`src/rtl/mau_pkg.sv`:
```
// shared types and constants for the modular arithmetic unit
`timescale 1ns / 1ps
package mau_pkg;

    localparam int unsigned WORD_W        = 31;
    localparam int unsigned MAX_N_DEFAULT = 1024;
    localparam logic [WORD_W-1:0] MODULUS_RESET = 31'd7;

    localparam logic [2:0] MODE_ADD     = 3'd0;
    localparam logic [2:0] MODE_SUB     = 3'd1;
    localparam logic [2:0] MODE_MUL     = 3'd2;
    localparam logic [2:0] MODE_POW     = 3'd3;
    localparam logic [2:0] MODE_INV     = 3'd4;
    localparam logic [2:0] MODE_DIV     = 3'd5;
    localparam logic [2:0] MODE_CHOOSE  = 3'd6;
    localparam logic [2:0] MODE_PERMUTE = 3'd7;

    typedef enum logic [3:0] {
        S_IDLE, S_RB, S_DISP, S_F0, S_F1, S_F2, S_F3,
        S_PCHK, S_PSQ, S_TB0, S_TB1, S_TB2, S_MUL
    } t_state;

    typedef enum logic [2:0] {
        DST_A, DST_B, DST_ACC, DST_BASE, DST_TBL
    } t_dst;

endpackage

```
`src/rtl/mau_mulmod.sv`:
```
// bit-serial modular multiplier, one bit of y per cycle, x must be below p
`timescale 1ns / 1ps
module mau_mulmod (
    input  logic                       i_clk,
    input  logic                       i_rst_n,
    input  logic                       i_start,
    input  logic [mau_pkg::WORD_W-1:0] i_x,
    input  logic [mau_pkg::WORD_W-1:0] i_y,
    input  logic [mau_pkg::WORD_W-1:0] i_p,
    output logic                       o_done,
    output logic [mau_pkg::WORD_W-1:0] o_z
);

    logic                       r_run;
    logic                       r_done;
    logic [4:0]                 r_cnt;
    logic [mau_pkg::WORD_W-1:0] r_x;
    logic [mau_pkg::WORD_W-1:0] r_y;
    logic [mau_pkg::WORD_W-1:0] r_z;
    logic [mau_pkg::WORD_W:0]   dbl;
    logic [mau_pkg::WORD_W:0]   dbl_red;
    logic [mau_pkg::WORD_W:0]   sum;
    logic [mau_pkg::WORD_W:0]   sum_red;
    logic [mau_pkg::WORD_W:0]   p_ext;

    always_comb begin
        p_ext   = {1'b0, i_p};
        dbl     = {r_z, 1'b0};
        dbl_red = (dbl >= p_ext) ? dbl - p_ext : dbl;
        sum     = dbl_red + (r_y[mau_pkg::WORD_W-1] ? {1'b0, r_x} : '0);
        sum_red = (sum >= p_ext) ? sum - p_ext : sum;
    end

    always_ff @(posedge i_clk) begin
        if (!i_rst_n) begin
            r_run  <= 1'b0;
            r_done <= 1'b0;
        end else begin
            r_done <= r_run && (r_cnt == 5'd0);
            if (i_start) begin
                r_run <= 1'b1;
            end else if (r_run && r_cnt == 5'd0) begin
                r_run <= 1'b0;
            end
        end
        if (i_start) begin
            r_x   <= i_x;
            r_y   <= i_y;
            r_z   <= '0;
            r_cnt <= 5'(mau_pkg::WORD_W - 1);
        end else if (r_run) begin
            r_z   <= sum_red[mau_pkg::WORD_W-1:0];
            r_y   <= {r_y[mau_pkg::WORD_W-2:0], 1'b0};
            r_cnt <= r_cnt - 5'd1;
        end
    end

    assign o_done = r_done;
    assign o_z    = r_z;

endmodule

```
`config.mk`:
```
export PLATFORM = sky130hd
export DESIGN_NAME = mau_mulmod
export DESIGN_NICKNAME = d
export VERILOG_FILES = /design/src/rtl/mau_pkg.sv /design/src/rtl/mau_mulmod.sv
export SDC_FILE = /design/constraint.sdc
export NUM_CORES = 1
export LEC_CHECK = 0
export ABC_AREA = 1
export BUFFER_PORTS_ARGS = -buffer_cell sky130_fd_sc_hd__buf_4
export CAP_MARGIN = 25
export CELL_PAD_IN_SITES_DETAIL_PLACEMENT = 1
export CELL_PAD_IN_SITES_GLOBAL_PLACEMENT = 2
export CORE_UTILIZATION = 35
export CTS_CLUSTER_SIZE = 25
export DETAILED_ROUTE_END_ITERATION = 8
export GPL_TIMING_DRIVEN = 1
export PLACE_DENSITY = 0.91
export SETUP_SLACK_MARGIN = 0.1
export SYNTH_ARGS = -nofsm -noshare
export SYNTH_HDL_FRONTEND = slang
export SYNTH_SLANG_ARGS = --single-unit
export TNS_END_PERCENT = 1
```
`constraint.sdc`:
```
create_clock -name i_clk -period 13.2 [get_ports i_clk]
set_input_delay 3.3 -clock i_clk [delete_from_list [all_inputs] [get_ports i_clk]]
set_output_delay 3.3 -clock i_clk [all_outputs]
set_load 0.02 [all_outputs]
```
==> results.toml <==
[logic_synthesis]
synth-seq-cells = 100
syn_nets = 1822
yosysSeqAreaShare = 0.2538
yosys.area.top_type = "nand2_1"
synth_ff_type = "edfxtp_1"
yosys.cell_types.count = 43
yosys_warnings = 0
synth_edf_count = 62
synth_top_area_frac = 0.2008
async_flop_share = 0
synth_area_leaders = "nand2_1 20%, edfxtp_1 18%, ha_1 11%"
synth_area_um2 = 10330
avgSynthCellArea_um2 = 6.344
netlist_instances = 1629

[floorplanning]
coreArea_um2 = 28860
die_w_um = 173.8
dieArea_um2 = 30220
rows = 62
io_pins = 128
die_y_um = 173.8
initial_utilization = 0.3581

[setup_path]
critPathBufInv = 9
start_kind = "input pin"
arrival_ns = 10.31
cp_max_fo = 47
critPathKind = "in -> reg"
crit_family = "simple AND/OR/NAND/NOR gates"
slowest_delay_ns = 0.48
worst_path_max_delay_cell = "o21ai_0"
worst_path_most_repeated_cell = "nand2_1"
cp_data_required_time_ns = 13.51
end_kind = "flop"

[clocking]
ctsResizeCount = 0
htreeDepth = 3
cts_made_buffers = 9
cts_root_buffer = "clkbuf_16"
clock_sinks = 100
clk_pin_slew_ns = 0.09
post_cts_buffers = 0
cts_tree = "yes"
insertion_delay_ns = 0.38
cts_buffer_depth = 2
postCtsHoldBufs = 0

[placement]
gp_routability_congestion = 0.9714
hpwl_um = 31730
port_buffers = 127

[sta]
period_needed_ns = 9.997
fmax_mhz = 100.0
fin_crit_sh = 0.7574
slew_headroom = 0.3783
setup_violations = 0
fin_skew_ns = 0.01973
tightest_slew_ns = 0.9316
rsz0062_at_grt = "no"
setup-tns-final_ns = 0
final_max_slew_viol_count = 0
hold_violations = 0

[detailed_routing]
num_vias = 10906
via_per_inst = 5.123
post-route-drc-count = 0
wl_per_cell_um = 17.79
firstDrtPassIters = 5
ant_nets = 0
wl_um = 37870
drt_iter0_drc = 692

[grt]
antenna_found_initial = 0
busiest_layer = "met2"
grt_max_degree = 71
grt_pass1_wl_um = 60040
met2_usage = 0.4202
grt_pass1_vias = 11222
grt_overflow = 0
grtUsageTotal = 0.2531
met1_usage = 0.3572
use_met3 = 0.01535

[run_status]
status = "finished, final reports clean"

[final_layout]
layout-drive-gt1-share = 0.09456
final_common_cell = "nand2_1"
nFillCells = 3897
syn_to_final_growth_pct = 15.96
final_cell_mix = "553 x nand2_1, 266 x inv_1, 133 x buf_4"
insertedDiodeCount = 0
fin_nets = 1933

[flow_run]
cap_violations = 0

[min_path]
hold_path_class = "reg -> reg"
worst min-delay path, delay by kind of cell (launching register included):
kind / cells / cell delay (ns)
AND/OR/NAND/NOR: 1 / 0.05
flip-flops: 1 / 0.34
AO/OA/AOI/OAI: 1 / 0.07
final timing paths:
check | to | startpoint | cells past startpoint | slack [ns]
worst min register to register | r_cnt[4] | r_cnt[4] | 2 | 0.48
worst max-delay path | o_z[21] | i_p[14] | 41 | 3.20
worst min-delay path | r_cnt[4] | r_cnt[4] | 2 | 0.48
worst max register to register | o_z[21] | o_z[13] | 39 | 5.86
registers in the layout (all words and copies together), names as in the netlist:
name    flops
o_done      1
r_cnt       5
r_y        31
r_x        31
o_z        31
r_run       1
synth_stat cells, types with 6 or more instances:
master    instances
a21oi_1         110
clkbuf_1         21
dfxtp_1          38
edfxtp_1         62
ha_1             94
inv_1           266
nand2_1         553
nand3_1          82
nand3b_1         10
nand4_1          39
nor2_1          118
nor3_1           16
o21ai_0          68
o21bai_1         22
or2_2             6
xnor2_1          28
xor2_1           38
cell families after synthesis:
kind of cell	Yosys count	synth area share
AOI/OAI and AO/OA	232	0.1248
xor gates and xnor gates	66	0.05593
adders and majority gates	97	0.1196
buffers and inverters	301	0.1136
DFF	100	0.2538
and+or+nand+nor	833	0.3323
final cells by class:
class / instances / area [µm²] / share of cell area
sequential: 100 / 2623 / 0.2188
multi-input combinational: 1228 / 6544 / 0.5460
tap: 384 / 480.5 / 0.04009
clock inverter: 7 / 83.83 / 0.006995
inverter: 267 / 1002 / 0.08363
timing repair buffer: 134 / 1026 / 0.08561
clock buffer: 9 / 225.2 / 0.01879
through the flow:
stage / instance area [µm²] / util / instances / hold slack [ns] / setup WS (ns)
2_1_floorplan: 10330 / - / 1629 / 0.4257 / 5.082
3_3_place_gp: 11650 / 0.4036 / 2112 / 0.4336 / 3.092
3_5_place_dp: 11650 / 0.4036 / 2112 / 0.4531 / 2.974
4_1_cts: 11960 / 0.4143 / 2128 / 0.4755 / 3.309
5_1_grt: 11980 / 0.4153 / 2129 / 0.5260 / 2.559
6_report: 11980 / 0.4153 / 2129 / 0.4776 / 3.203
layer usage:
| metal | up-vias | wire length [µm] |
|---|---|---|
| met5 | - | 0 |
| met4 | 0 | 651 |
| met3 | 36 | 974 |
| met2 | 210 | 17480 |
| met1 | 5194 | 18760 |
| li1 | 5466 | - |
Power is not shown: default switching activity piles up to over one toggle a cycle in this logic, so the estimate is an artifact.
